$ cat config.mk
export PLATFORM = sky130hd
export DESIGN_NAME = keyboard_fifo_interface
export DESIGN_NICKNAME = d
export VERILOG_FILES = /design/src/rtl/kfi_pkg.sv /design/src/rtl/kfi_ram.sv /design/src/rtl/keyboard_fifo_interface.sv
export SDC_FILE = /design/constraint.sdc
export NUM_CORES = 1
export LEC_CHECK = 0
export ABC_AREA = 1
export BUFFER_PORTS_ARGS = -buffer_cell sky130_fd_sc_hd__buf_2
export CORE_MARGIN = 3
export CORE_UTILIZATION = 58
export DETAILED_ROUTE_END_ITERATION = 10
export PLACE_DENSITY = 0.76
export SKIP_LAST_GASP = 1
export SYNTH_ARGS = -nofsm -noshare
export SYNTH_HDL_FRONTEND = slang
export SYNTH_HIERARCHICAL = 1
export SYNTH_SLANG_ARGS = --single-unit
$ cat constraint.sdc
create_clock -name i_clk -period 2.6 [get_ports i_clk]
set_clock_uncertainty 0.05 [all_clocks]
set_input_delay 0.13 -clock i_clk [delete_from_list [all_inputs] [get_ports i_clk]]
set_output_delay 0.13 -clock i_clk [all_outputs]
set_load 0.05 [all_outputs]
$ cat src/rtl/kfi_pkg.sv
// ----------------------------------------------------------------------------
// kfi_pkg
// Types and constants shared by the keyboard FIFO interface files.
// ----------------------------------------------------------------------------
package kfi_pkg;

    localparam logic [1:0] MODE_POST  = 2'd0;
    localparam logic [1:0] MODE_READ  = 2'd1;
    localparam logic [1:0] MODE_WRITE = 2'd2;

    localparam int KEY_BITS = 16;

    typedef struct packed {
        logic [1:0]          mode;
        logic                addr_odd;
        logic [KEY_BITS-1:0] key_code;
    } t_kfi_in;

    typedef struct packed {
        logic signed [7:0] read_value;
        logic              irq_pending;
        logic              code_accepted;
    } t_kfi_out;

endpackage

$ cat src/rtl/kfi_ram.sv
// ----------------------------------------------------------------------------
// kfi_ram
// Generic single-write, single-read RAM with a registered read port.
// ----------------------------------------------------------------------------
module kfi_ram #(
    parameter int WIDTH = 16,
    parameter int DEPTH = 16
) (
    input  logic                     i_clk,
    input  logic                     i_we,
    input  logic [$clog2(DEPTH)-1:0] i_waddr,
    input  logic [WIDTH-1:0]         i_wdata,
    input  logic                     i_re,
    input  logic [$clog2(DEPTH)-1:0] i_raddr,
    output logic [WIDTH-1:0]         o_rdata
);

    logic [WIDTH-1:0] r_mem [DEPTH];

    always_ff @(posedge i_clk) begin
        if (i_we) begin
            r_mem[i_waddr] <= i_wdata;
        end
        if (i_re) begin
            o_rdata <= r_mem[i_raddr];
        end
    end

endmodule

$ cat src/rtl/keyboard_fifo_interface.sv
// ----------------------------------------------------------------------------
// keyboard_fifo_interface
// Ring of key codes with a bus-style status/data view and pop on write.
//
// Usage: drive i_item and raise start; a beat is taken at the clock edge
// where start is high and busy is low. The item is a key post, a bus read
// or a bus write. busy stays high for one cycle after the beat, and in that
// cycle strobe is high for exactly one cycle with o_result valid. The
// receiver cannot hold results off; a result not captured is lost.
// The result comes in the cycle after the beat, and no new item is taken
// while busy: the head slot is read from the code RAM at the beat edge and the
// RAM's registered read port delivers it in the following cycle.
// The ring holds at most RING_SLOTS-1 codes; posts to a full ring drop.
// Reset clears the head and tail pointers and the per-slot valid bits, so
// slots never written read as zero. No clearing pass is needed; the block
// can take a beat in the first cycle after reset.
// ----------------------------------------------------------------------------
module keyboard_fifo_interface
    import kfi_pkg::*;
#(
    parameter int RING_SLOTS = 16,
    parameter int CODE_BITS  = 16
) (
    input  logic     i_clk,
    input  logic     i_rst_n,
    input  logic     start,
    output logic     busy,
    input  t_kfi_in  i_item,
    output logic     strobe,
    output t_kfi_out o_result
);

    localparam int IDX_BITS = $clog2(RING_SLOTS);
    localparam logic [IDX_BITS-1:0] LAST_IDX = IDX_BITS'(RING_SLOTS - 1);

    logic                  r_busy;
    logic [IDX_BITS-1:0]   r_head;
    logic [IDX_BITS-1:0]   r_tail;
    logic [RING_SLOTS-1:0] r_valid;
    logic                  r_head_valid;
    logic                  r_post_ok;
    t_kfi_in               r_item;

    logic [IDX_BITS-1:0]   n_head;
    logic [IDX_BITS-1:0]   n_tail;
    logic [IDX_BITS-1:0]   w_tail_next;
    logic [IDX_BITS-1:0]   w_head_next;
    logic                  w_accept;
    logic                  w_empty;
    logic                  w_full;
    logic                  w_we;
    logic [31:0]           w_code_ext;
    logic [CODE_BITS-1:0]  w_code;
    logic [CODE_BITS-1:0]  w_rdata;
    logic [CODE_BITS-1:0]  w_head_code;
    logic [7:0]            w_status;

    assign w_accept    = start && !r_busy;
    assign w_tail_next = (r_tail == LAST_IDX) ? '0 : r_tail + 1'b1;
    assign w_head_next = (r_head == LAST_IDX) ? '0 : r_head + 1'b1;
    assign w_empty     = (r_head == r_tail);
    assign w_full      = (w_tail_next == r_head);
    assign w_we        = w_accept && (i_item.mode == MODE_POST) && !w_full;
    assign w_code_ext  = {{(32 - KEY_BITS){1'b0}}, i_item.key_code};
    assign w_code      = w_code_ext[CODE_BITS-1:0];

    always_comb begin
        n_head = r_head;
        n_tail = r_tail;
        if (w_we) begin
            n_tail = w_tail_next;
        end
        if (w_accept && (i_item.mode == MODE_WRITE) && i_item.addr_odd && !w_empty) begin
            n_head = w_head_next;
        end
    end

    kfi_ram #(
        .WIDTH (CODE_BITS),
        .DEPTH (RING_SLOTS)
    ) u_ring (
        .i_clk   (i_clk),
        .i_we    (w_we),
        .i_waddr (r_tail),
        .i_wdata (w_code),
        .i_re    (w_accept),
        .i_raddr (r_head),
        .o_rdata (w_rdata)
    );

    always_ff @(posedge i_clk) begin
        if (!i_rst_n) begin
            r_busy  <= 1'b0;
            r_head  <= '0;
            r_tail  <= '0;
            r_valid <= '0;
        end else begin
            r_busy <= w_accept;
            r_head <= n_head;
            r_tail <= n_tail;
            if (w_we) begin
                r_valid[r_tail] <= 1'b1;
            end
        end
        if (w_accept) begin
            r_item       <= i_item;
            r_head_valid <= r_valid[r_head];
            r_post_ok    <= w_we;
        end
    end

    assign w_head_code = w_rdata & {CODE_BITS{r_head_valid}};
    assign w_status    = {w_head_code[CODE_BITS-1:CODE_BITS-2], 4'b0000, w_full, w_empty};

    always_comb begin
        o_result.read_value    = '0;
        o_result.irq_pending   = !w_empty;
        o_result.code_accepted = 1'b0;
        case (r_item.mode)
            MODE_POST:  o_result.code_accepted = r_post_ok;
            MODE_READ:  o_result.read_value = r_item.addr_odd ? w_head_code[7:0] : w_status;
            default:    o_result.read_value = '0;
        endcase
    end

    assign busy   = r_busy;
    assign strobe = r_busy;

endmodule

==> flow_summary_export.csv, run 1 <==
group,metric,value,unit
worst_setup_path,critPathCaptureType,"flop",
routing,routedWlPerCell,16.4,um
worst_setup_path,critPathRequiredTime,2.69,ns
worst_setup_path,start_kind,"flop",
clock_network,worst_skew_pair.late_latency,0.43,ns
timing,min_period_over_period,94.6,%
clock_network,cts-buffers-inserted,17,
timing,final_hold_viol_count,0,
worst_setup_path,crit_path_max_fanout,8,
routing,detailed_route_iter0_violations,723,
routing,route.detailed.drc,0,
global_routing,largest_net_degree_at_the_start_of_global_routing,93,
timing,worst_slew_pin_slew,0.749,ns
power,power.leakage,4.19,nW
power,power.density_cell_area,634,nW/um^2
place,place_inst,1158,
global_routing,grt_antenna_before_repair,0,
worst_setup_path,cp_data_arrival_time,2.55,ns
worst_setup_path,r2r_slack,0.14,ns
layout,drive_above_1_share,14.3,%
layout,sequential_cell_area,5760,sq um
worst_setup_path,r2r-start,"r_tail[0]",
worst_setup_path,r2r-end,"u_ring/r_mem[6][2]",
layout,finish.cell_count_without_fillers,1195,
power,peakVddDrop,457,uV
die,fp.coreArea,15400,sq um
global_routing,grt_pass1_vias,6021,
routing,drt_pass1_iterations,6,
clock_network,cts_root_buffer_type,"sky130_fd_sc_hd__clkbuf_16",
clock_network,bufs_on_longest_clock_path,2,
timing,timing.final.crit_period,2.46,ns
die,top_level_ports,34,
timing,fmax,0.407,GHz
layout,fillers,1219,
die,fp.dieH,132,um
die,initial_utilization,60.0,%
routing,route.vias.total,6418,
job,max_cap_violations,0,
synth,synthesis.instances,950,
timing,setup_repair_after_global_routing_missed_its_margin,"no",
worst_hold_path,min_to,"u_ring/r_mem[6][0]",
place,portBuffers,27,
layout,area_growth_from_synthesis_to_layout,10.0,%
die,die_w,132,um
worst_hold_path,min-delay-path-class,"in2reg",
routing,routed_via_density,5.37,
clock_network,clock_tree.htree_level_count,4,
timing,slew_headroom,50.0,%
die,fp-row-count,45,
place,dp.final_hpwl,12.6,mm
synth,yosysWarningCount,6,
global_routing,grt.overflow.total,0,
run_status,status,"completed",
worst_setup_path,path_class,"reg2reg",
synth,synthesized_nets,977,
worst_setup_path,worst_r2r_path_depth,12,
timing,finalMaxSlewViolations,0,
clock_network,clkTransAtPathRegs,0.07,ns
timing,whs,0.0606,ns
layout,diode_count,0,
die,area_of_the_die,17500,sq um
place,place_congestion,0.879,
routing,ant_nets,0,
clock_network,tritoncts_clock_tree,"done",
layout,num-nets-final,998,
global_routing,grt_use_total,23.3,%
synth,synth_area_per_cell,9.74,sq um
synth,synthesis.area,9260,sq um
layout,multi_input_combinational_cell_area,2530,sq um
clock_network,clock_sinks,200,
worst_hold_path,timing.hold.worst_path_depth,1,
routing,aggregate_routed_wire_length,19.6,mm
timing,setup_viol,0,
worst_hold_path,timing.hold.worst.start,"i_item[0]",
global_routing,grt_pass1_wl,31.5,mm
-- worst max-delay path by stage --
stage	start	endpoint	slack (ns)	cells past startpoint
finish	r_tail[0]	u_ring/r_mem[6][2]	0.14	12
global route	r_tail[0]	u_ring/r_mem[6][14]	0.02	12
CTS	r_tail[0]	u_ring/r_mem[1][4]	-0.002	10
detailed placement	r_tail[0]	u_ring/r_mem[3][7]	0.03	10
global placement	r_tail[0]	u_ring/r_mem[1][2]	0.13	10
floorplan	r_tail[0]	u_ring/r_mem[11][0]	0.12	10
-- through the flow --
stage / worst slack (ns) / util (%) / instance area, sq um / TNS (ns) / power, mW
4_1_cts: -0.00236 / 65.9 / 10200 / -0.0202 / 6.48
2_1_floorplan: 0.123 / - / 9270 / 0 / 3.81
5_1_grt: 0.0171 / 66.0 / 10200 / 0 / 6.67
3_3_place_gp: 0.129 / 61.8 / 9540 / 0 / 3.92
3_5_place_dp: 0.0303 / 61.8 / 9540 / 0 / 3.93
6_report: 0.140 / 66.0 / 10200 / 0 / 6.46
-- layer usage --
layer	global-route usage (%)	up-vias	wire (um)	share of wire, %
met4	6.87	0	334	1.7
met2	38.1	273	9460	48
li1	-	3094	-	-
met5	0	-	0	0
met3	4.08	28	1500	7.7
met1	32.4	3023	8300	42
-- placed cells by master (no fill, tap or decap), types with 5 or more instances in the layout --
cell / n
sky130_fd_sc_hd__nand3_2: 12
sky130_fd_sc_hd__edfxtp_1: 175
sky130_fd_sc_hd__ha_1: 5
sky130_fd_sc_hd__xnor2_1: 5
sky130_fd_sc_hd__clkbuf_16: 17
sky130_fd_sc_hd__buf_2: 26
sky130_fd_sc_hd__nand2_1: 247
sky130_fd_sc_hd__nor2_1: 40
sky130_fd_sc_hd__a21oi_1: 23
sky130_fd_sc_hd__dfxtp_1: 23
sky130_fd_sc_hd__o21ai_0: 9
sky130_fd_sc_hd__inv_2: 6
sky130_fd_sc_hd__a21oi_2: 9
sky130_fd_sc_hd__dlygate4sd3_1: 5
sky130_fd_sc_hd__nand3_1: 140
sky130_fd_sc_hd__buf_4: 28
sky130_fd_sc_hd__inv_6: 6
sky130_fd_sc_hd__nor2_2: 6
sky130_fd_sc_hd__inv_1: 155
sky130_fd_sc_hd__nand2_2: 9
-- layout make-up --
type                            count  area share [%]
Tap cell                          211            2.59
Clock inverter                     15            1.52
Clock buffer                       17            4.18
Sequential cell                   200            56.6
Multi-Input combinational cell    527            24.8
Timing Repair Buffer               62            4.30
Inverter                          163            6.03
-- registers in the layout, indices dropped and copies added (netlist names) --
register / cells
u_ring/r_mem: 160
r_valid: 16
u_ring/o_rdata: 10
r_head: 4
r_tail: 4
r_item: 3
busy: 1
r_head_valid: 1
r_post_ok: 1
-- where the power goes --
| part | switching [mW] | internal, mW | total (mW) | leakage [nW] |
|---|---|---|---|---|
| logic | 0.248 | 0.0894 | 0.338 | 2.12 |
| clock network | 1.22 | 1.36 | 2.59 | 0.281 |
| registers | 0.0159 | 3.51 | 3.53 | 1.79 |
| total | 1.49 | 4.97 | 6.46 | 4.19 |
-- critical path, stage by stage (launching register included) --
cell and delay (ns):
sky130_fd_sc_hd__dfxtp_1 0.38, sky130_fd_sc_hd__inv_1 0.11, sky130_fd_sc_hd__ha_1 0.35, sky130_fd_sc_hd__xnor2_1 0.16, sky130_fd_sc_hd__nand3_2 0.10, sky130_fd_sc_hd__nor2_4 0.05
sky130_fd_sc_hd__nand2_8 0.05, sky130_fd_sc_hd__nand2_4 0.05, sky130_fd_sc_hd__inv_4 0.06, sky130_fd_sc_hd__buf_4 0.14, sky130_fd_sc_hd__nand3b_1 0.19, sky130_fd_sc_hd__nor2_1 0.24
sky130_fd_sc_hd__buf_4 0.22
-- timing repair --
action                                  CTS  global route
gates resized for setup                   1             5
buffers inserted                          0             0
endpoints found under the setup margin   10            38
endpoints found under the hold margin    10             0
hold buffers                              5             0
No activity file was read; power rests on OpenSTA's default activity.
==> inputs of run 2 (changes only) <==
--- a/config.mk
+++ b/config.mk
@@ -8,9 +8,10 @@
 export ABC_AREA = 1
 export BUFFER_PORTS_ARGS = -buffer_cell sky130_fd_sc_hd__buf_2
 export CORE_MARGIN = 3
-export CORE_UTILIZATION = 58
+export CORE_UTILIZATION = 59
+export CTS_BUF_LIST = sky130_fd_sc_hd__clkbuf_4 sky130_fd_sc_hd__clkbuf_8
 export DETAILED_ROUTE_END_ITERATION = 10
-export PLACE_DENSITY = 0.76
+export PLACE_DENSITY = 0.77
 export SKIP_LAST_GASP = 1
 export SYNTH_ARGS = -nofsm -noshare
 export SYNTH_HDL_FRONTEND = slang
==> flow_summary_export.csv, run 2 (same netlist as run 1, synthesis figures left out) <==
group,metric,value,unit
clock_network,clock_tree.htree_level_count,4,
timing,setup_viol,0,
worst_setup_path,timing.critical_path.cells,"ha_1, nand2_2, nand3_1, nand2_2, nand2_2, nand2_4, nand2_8, nand2_4, inv_4, nand3b_1, nor2_1",
global_routing,largest_net_degree_at_the_start_of_global_routing,81,
global_routing,grt_use_met3,3.48,%
die,area_of_the_die,17200,sq um
die,initial_utilization,60.7,%
timing,setup_repair_after_global_routing_missed_its_margin,"yes",
clock_network,cts-buffers-inserted,17,
global_routing,grt.overflow.total,0,
timing,final_hold_viol_count,0,
worst_setup_path,start_kind,"flop",
global_routing,grt-busiest-layer,"met2",
layout,largest_reg_flops,160,
timing,timing.final.crit_period,2.54,ns
worst_setup_path,crit_slowest_cell,"sky130_fd_sc_hd__nor2_1",
layout,layout_common_cells,"sky130_fd_sc_hd__nand2_1, sky130_fd_sc_hd__edfxtp_1, sky130_fd_sc_hd__inv_1",
routing,route.vias.total,6281,
worst_setup_path,critPathCaptureType,"flop",
worst_setup_path,critical-path-top-cell-by-count,"sky130_fd_sc_hd__nand2_2",
place,place_congestion,0.886,
die,die_w,131,um
clock_network,cts_root_buffer_type,"sky130_fd_sc_hd__clkbuf_8",
worst_hold_path,min-delay-path-class,"in2reg",
clock_network,clkTransAtPathRegs,0.10,ns
layout,layout_commonest_cell,"sky130_fd_sc_hd__nand2_1",
place,place_area,9450,sq um
power,peakVddDrop,401,uV
layout,layout_top_registers,"u_ring/r_mem x160, r_valid x16, u_ring/o_rdata x10",
place,dp.final_hpwl,12.6,mm
global_routing,globalRouteMet2Util,37.9,%
global_routing,globalRouteMet1Util,31.9,%
timing,worst_slew_pin_slew,0.824,ns
layout,multi_input_combinational_cell_area,2540,sq um
global_routing,grt_pass1_vias,5822,
routing,aggregate_routed_wire_length,19.6,mm
job,max_cap_violations,0,
routing,routedWlPerCell,16.6,um
routing,detailed_route_iter0_violations,643,
die,fp.dieH,131,um
clock_network,tritoncts_clock_tree,"done",
run_status,status,"completed",
worst_setup_path,worstSetupPathDepth,11,
layout,sequential_cell_area,5760,sq um
worst_setup_path,path_class,"reg2reg",
worst_setup_path,critPathRequiredTime,2.65,ns
worst_hold_path,timing.hold.worst_path_depth,1,
layout,drive_above_1_share,14.0,%
layout,num-nets-final,988,
routing,route.detailed.drc,0,
worst_setup_path,path_buf_inv,1,
global_routing,grt_antenna_before_repair,0,
layout,postLayoutCellArea,9960,sq um
clock_network,worst_skew_pair.late_latency,0.47,ns
layout,post-route-util,65.3,%
global_routing,grt_use_total,23.3,%
worst_setup_path,worst_r2r_path_depth,11,
layout,fillers,1181,
worst_setup_path,cp_top_family,"simple AND/OR/NAND/NOR gates",
timing,min_period_over_period,97.9,%
clock_network,clock_sinks,200,
routing,routed_via_density,5.30,
routing,ant_nets,0,
worst_setup_path,crit_path_max_fanout,10,
routing,drt_pass1_iterations,5,
power,power.leakage,4.07,nW
layout,diode_count,0,
clock_network,bufs_on_longest_clock_path,2,
timing,fmax,0.393,GHz
layout,top_register,"u_ring/r_mem",
worst_setup_path,slowest_stage_delay_cp,0.68,ns
clock_network,postCtsSetupBuffers,0,
die,fp-row-count,45,
worst_setup_path,cp_data_arrival_time,2.60,ns
timing,whs,0.0363,ns
timing,slew_headroom,44.9,%
power,power.density_cell_area,598,nW/um^2
place,portBuffers,27,
die,fp.coreArea,15300,sq um
die,top_level_ports,34,
layout,area_growth_from_synthesis_to_layout,7.64,%
global_routing,grt_pass1_wl,31.0,mm
timing,finalMaxSlewViolations,0,
## run 2: metrics by stage
step / instances / power, mW / TNS [ns] / worst slack, ns
after floorplan: 950 / 3.81 / 0 / 0.123
after detailed placement: 1148 / 3.93 / 0 / 0.0196
final: 1185 / 5.96 / 0 / 0.0551
after global routing: 1185 / 6.16 / -4.16 / -0.147
after global placement: 1148 / 3.93 / 0 / 0.127
after CTS: 1185 / 5.98 / 0 / 0.0222
## run 2: cell type report
cell class	count	share of cell area (%)
clock inverters	12	1.68
repair buffers	52	3.65
flip-flops and latches	200	57.8
well taps	211	2.65
inverters	163	6.17
multi-input cells	527	25.5
clock buffers	20	2.57
## run 2: power breakdown
part | internal, mW | leakage [nW] | switching [mW]
Sequential | 3.51 | 1.79 | 0.0166
Clock | 1.00 | 0.213 | 1.09
Combinational | 0.0894 | 2.07 | 0.253
## run 2: worst reg2reg max path, stage by stage (launching register included)
cell and delay (ns):
sky130_fd_sc_hd__dfxtp_1 0.40, sky130_fd_sc_hd__ha_1 0.23, sky130_fd_sc_hd__nand2_2 0.09, sky130_fd_sc_hd__nand3_1 0.14, sky130_fd_sc_hd__nand2_2 0.08, sky130_fd_sc_hd__nand2_2 0.08, sky130_fd_sc_hd__nand2_4 0.07, sky130_fd_sc_hd__nand2_8 0.08
sky130_fd_sc_hd__nand2_4 0.05, sky130_fd_sc_hd__inv_4 0.08, sky130_fd_sc_hd__nand3b_1 0.17, sky130_fd_sc_hd__nor2_1 0.68
## run 2: worst paths after layout
| check | endpoint | start | slack, ns |
|---|---|---|---|
| max | u_ring/r_mem[4][3] | r_tail[0] | 0.06 |
| min | u_ring/r_mem[5][14] | i_item[14] | 0.04 |
| max reg2reg | u_ring/r_mem[4][3] | r_tail[0] | 0.06 |
| min reg2reg | r_valid[4] | r_valid[4] | 0.41 |
## run 2: repair_timing
| item | CTS | global route |
|---|---|---|
| setup endpoints to repair | 2 | 111 |
| gates resized for setup | 2 | 12 |
| hold endpoints to repair | 10 | 0 |
| hold buffers | 5 | 0 |
| pin swaps | 0 | 0 |
## run 2: layer usage
| layer | part of all wire (%) | routed length [um] |
|---|---|---|
| met1 | 42 | 8250 |
| met2 | 49 | 9540 |
| met3 | 6.6 | 1290 |
| met4 | 2.8 | 549 |
| met5 | 0 | 0 |
==> inputs of run 3 (changes only) <==
--- a/config.mk
+++ b/config.mk
@@ -8,10 +8,10 @@
 export ABC_AREA = 1
 export BUFFER_PORTS_ARGS = -buffer_cell sky130_fd_sc_hd__buf_2
 export CORE_MARGIN = 3
-export CORE_UTILIZATION = 59
+export CORE_UTILIZATION = 60
 export CTS_BUF_LIST = sky130_fd_sc_hd__clkbuf_4 sky130_fd_sc_hd__clkbuf_8
 export DETAILED_ROUTE_END_ITERATION = 10
-export PLACE_DENSITY = 0.77
+export PLACE_DENSITY = 0.75
 export SKIP_LAST_GASP = 1
 export SYNTH_ARGS = -nofsm -noshare
 export SYNTH_HDL_FRONTEND = slang
==> constraint.sdc (replaced) <==
create_clock -name i_clk -period 3.05 [get_ports i_clk]
set_clock_uncertainty 0.05 [all_clocks]
set_input_delay 0.1525 -clock i_clk [delete_from_list [all_inputs] [get_ports i_clk]]
set_output_delay 0.1525 -clock i_clk [all_outputs]
set_load 0.05 [all_outputs]
==> flow_summary_export.csv, run 3 (same netlist as run 1, synthesis figures left out) <==
group,metric,value,unit
routing,ant_nets,0,
die,die_w,130,um
place,dp.final_hpwl,12.7,mm
power,share_clk_of_total_power,33.4,%
worst_setup_path,r2r-start,"r_tail[0]",
die,top_level_ports,34,
die,fp.dieH,130,um
power,p_sw,1.20,mW
timing,setup_viol,0,
timing,setup_repair_after_global_routing_missed_its_margin,"no",
power,p_seq_share,60.9,%
clock_network,clkTransAtPathRegs,0.10,ns
place,portBuffers,27,
die,fp.coreArea,14800,sq um
routing,routed_via_density,5.53,
global_routing,grt_pass1_wl,31.6,mm
power,switching_share,24.2,%
layout,area_growth_from_synthesis_to_layout,6.77,%
layout,largest_reg_flops,160,
clock_network,tritoncts_clock_tree,"done",
worst_setup_path,start_kind,"flop",
clock_network,clock_tree.htree_level_count,4,
global_routing,grt_antenna_before_repair,0,
layout,layout_top_registers,"u_ring/r_mem x160, r_valid x16, u_ring/o_rdata x10",
clock_network,postCtsSetupBuffers,0,
timing,fmax,0.361,GHz
die,initial_utilization,62.5,%
place,place_congestion,0.921,
layout,drive_above_1_share,13.3,%
timing,worst_slew_pin_slew,0.946,ns
layout,finish.cell_count_without_fillers,1163,
worst_setup_path,slowest_stage_delay_cp,0.78,ns
layout,top_register,"u_ring/r_mem",
place,place_inst,1126,
worst_setup_path,crit_end,"u_ring/r_mem[8][6]",
timing,min_period_over_period,90.9,%
global_routing,grt_pass1_vias,5972,
worst_setup_path,path_buf_inv,2,
timing,timing.final.crit_period,2.77,ns
worst_setup_path,crit_path_start,"r_tail[0]",
routing,detailed_route_iter0_violations,900,
worst_hold_path,min-delay-path-class,"in2reg",
power,comb_power_share,5.7,%
power,internal_power,3.75,mW
layout,post-route-util,66.7,%
clock_network,cts-buffers-inserted,17,
job,max_cap_violations,0,
timing,finalMaxSlewViolations,0,
worst_setup_path,crit_path_max_fanout,10,
global_routing,grt_use_total,25.4,%
clock_network,bufs_on_longest_clock_path,2,
layout,num-nets-final,993,
clock_network,cts_root_buffer_type,"sky130_fd_sc_hd__clkbuf_8",
worst_setup_path,critPathRequiredTime,3.11,ns
routing,routedWlPerCell,17.5,um
routing,aggregate_routed_wire_length,20.4,mm
worst_setup_path,worstSetupPathDepth,10,
worst_setup_path,cp_data_arrival_time,2.83,ns
timing,final_hold_viol_count,0,
layout,diode_count,0,
routing,route.vias.total,6430,
layout,fillers,1123,
run_status,status,"completed",
worst_setup_path,crit_slowest_cell,"sky130_fd_sc_hd__nor2_1",
routing,route.detailed.drc,0,
layout,layout_common_cells,"sky130_fd_sc_hd__nand2_1, sky130_fd_sc_hd__edfxtp_1, sky130_fd_sc_hd__inv_1",
worst_setup_path,worst_r2r_path_depth,10,
die,area_of_the_die,17000,sq um
worst_setup_path,timing.critical_path.cells,"inv_1, ha_1, xnor2_1, nand3_2, nor2_4, nand2_8, nand2_4, inv_4, nand3b_1, nor2_1",
die,fp-row-count,44,
power,power.density_cell_area,500,nW/um^2
worst_setup_path,r2r_slack,0.28,ns
place,pre_cts_ws,0.320,ns
power,power.leakage,4.08,nW
global_routing,largest_net_degree_at_the_start_of_global_routing,81,
layout,layout_commonest_cell,"sky130_fd_sc_hd__nand2_1",
global_routing,grt.overflow.total,0,
timing,final.setup.worst_slack,0.278,ns
worst_setup_path,path_class,"reg2reg",
timing,slew_headroom,36.7,%
worst_setup_path,cp_top_family,"simple AND/OR/NAND/NOR gates",
worst_setup_path,critPathCaptureType,"flop",
clock_network,worst_skew_pair.late_latency,0.48,ns
worst_setup_path,r2r-end,"u_ring/r_mem[8][6]",
clock_network,clock_sinks,200,
routing,drt_pass1_iterations,5,
power,peakVddDrop,478,uV
timing,setup-tns-final,0,ns
[run 3: final cells by class]
class	count	area [sq um]	area share, %
Sequential cell	200	5760	58.3
Multi-Input combinational cell	527	2500	25.3
Inverter	163	614	6.22
Timing Repair Buffer	57	385	3.90
Clock buffer	17	234	2.37
Tap cell	184	230	2.33
Clock inverter	15	155	1.57
[run 3: repair_timing]
action                                  4_1_cts  5_1_grt
gates resized for setup                       0        0
endpoints found under the setup margin        0        0
endpoints found under the hold margin        10        0
hold buffers                                  5        0
[run 3: worst min path at each step]
stage / end / cells past startpoint / slack [ns] / from
2_1_floorplan: r_item[16] / 0 / 0.20 / i_item[16]
3_3_place_gp: r_item[16] / 1 / 0.33 / i_item[16]
3_5_place_dp: r_item[16] / 1 / 0.33 / i_item[16]
4_1_cts: u_ring/r_mem[7][14] / 1 / 0.008 / i_item[14]
5_1_grt: u_ring/r_mem[11][14] / 1 / 0.02 / i_item[14]
6_report: u_ring/r_mem[7][14] / 1 / 0.04 / i_item[14]
[run 3: stage by stage]
stage	instance area, sq um	hold slack, ns	power, mW
2_1_floorplan	9260	0.201	3.25
3_5_place_dp	9450	0.327	3.35
5_1_grt	9880	0.0214	5.10
4_1_cts	9880	0.00838	4.97
3_3_place_gp	9450	0.327	3.34
6_report	9880	0.0353	4.94
[run 3: per-layer routing]
layer / share of wire [%] / vias to the layer above / global-route usage, % / routed length [um]
met4: 2.6 / 0 / 9.05 / 522
met5: 0 / - / 0 / 0
met2: 47 / 305 / 39.4 / 9540
li1: - / 3075 / - / -
met3: 8.8 / 43 / 5.69 / 1790
met1: 42 / 3007 / 35.6 / 8560
[run 3: power by group through the flow]
| stage | combinational [mW] | clock, mW | sequential (mW) |
|---|---|---|---|
| final | 0.281 | 1.65 | 3.01 |
| after global routing | 0.306 | 1.78 | 3.01 |
| after CTS | 0.279 | 1.68 | 3.01 |
| after detailed placement | 0.273 | 0 | 3.07 |
| after global placement | 0.269 | 0 | 3.07 |
| after floorplan | 0.175 | 0 | 3.07 |
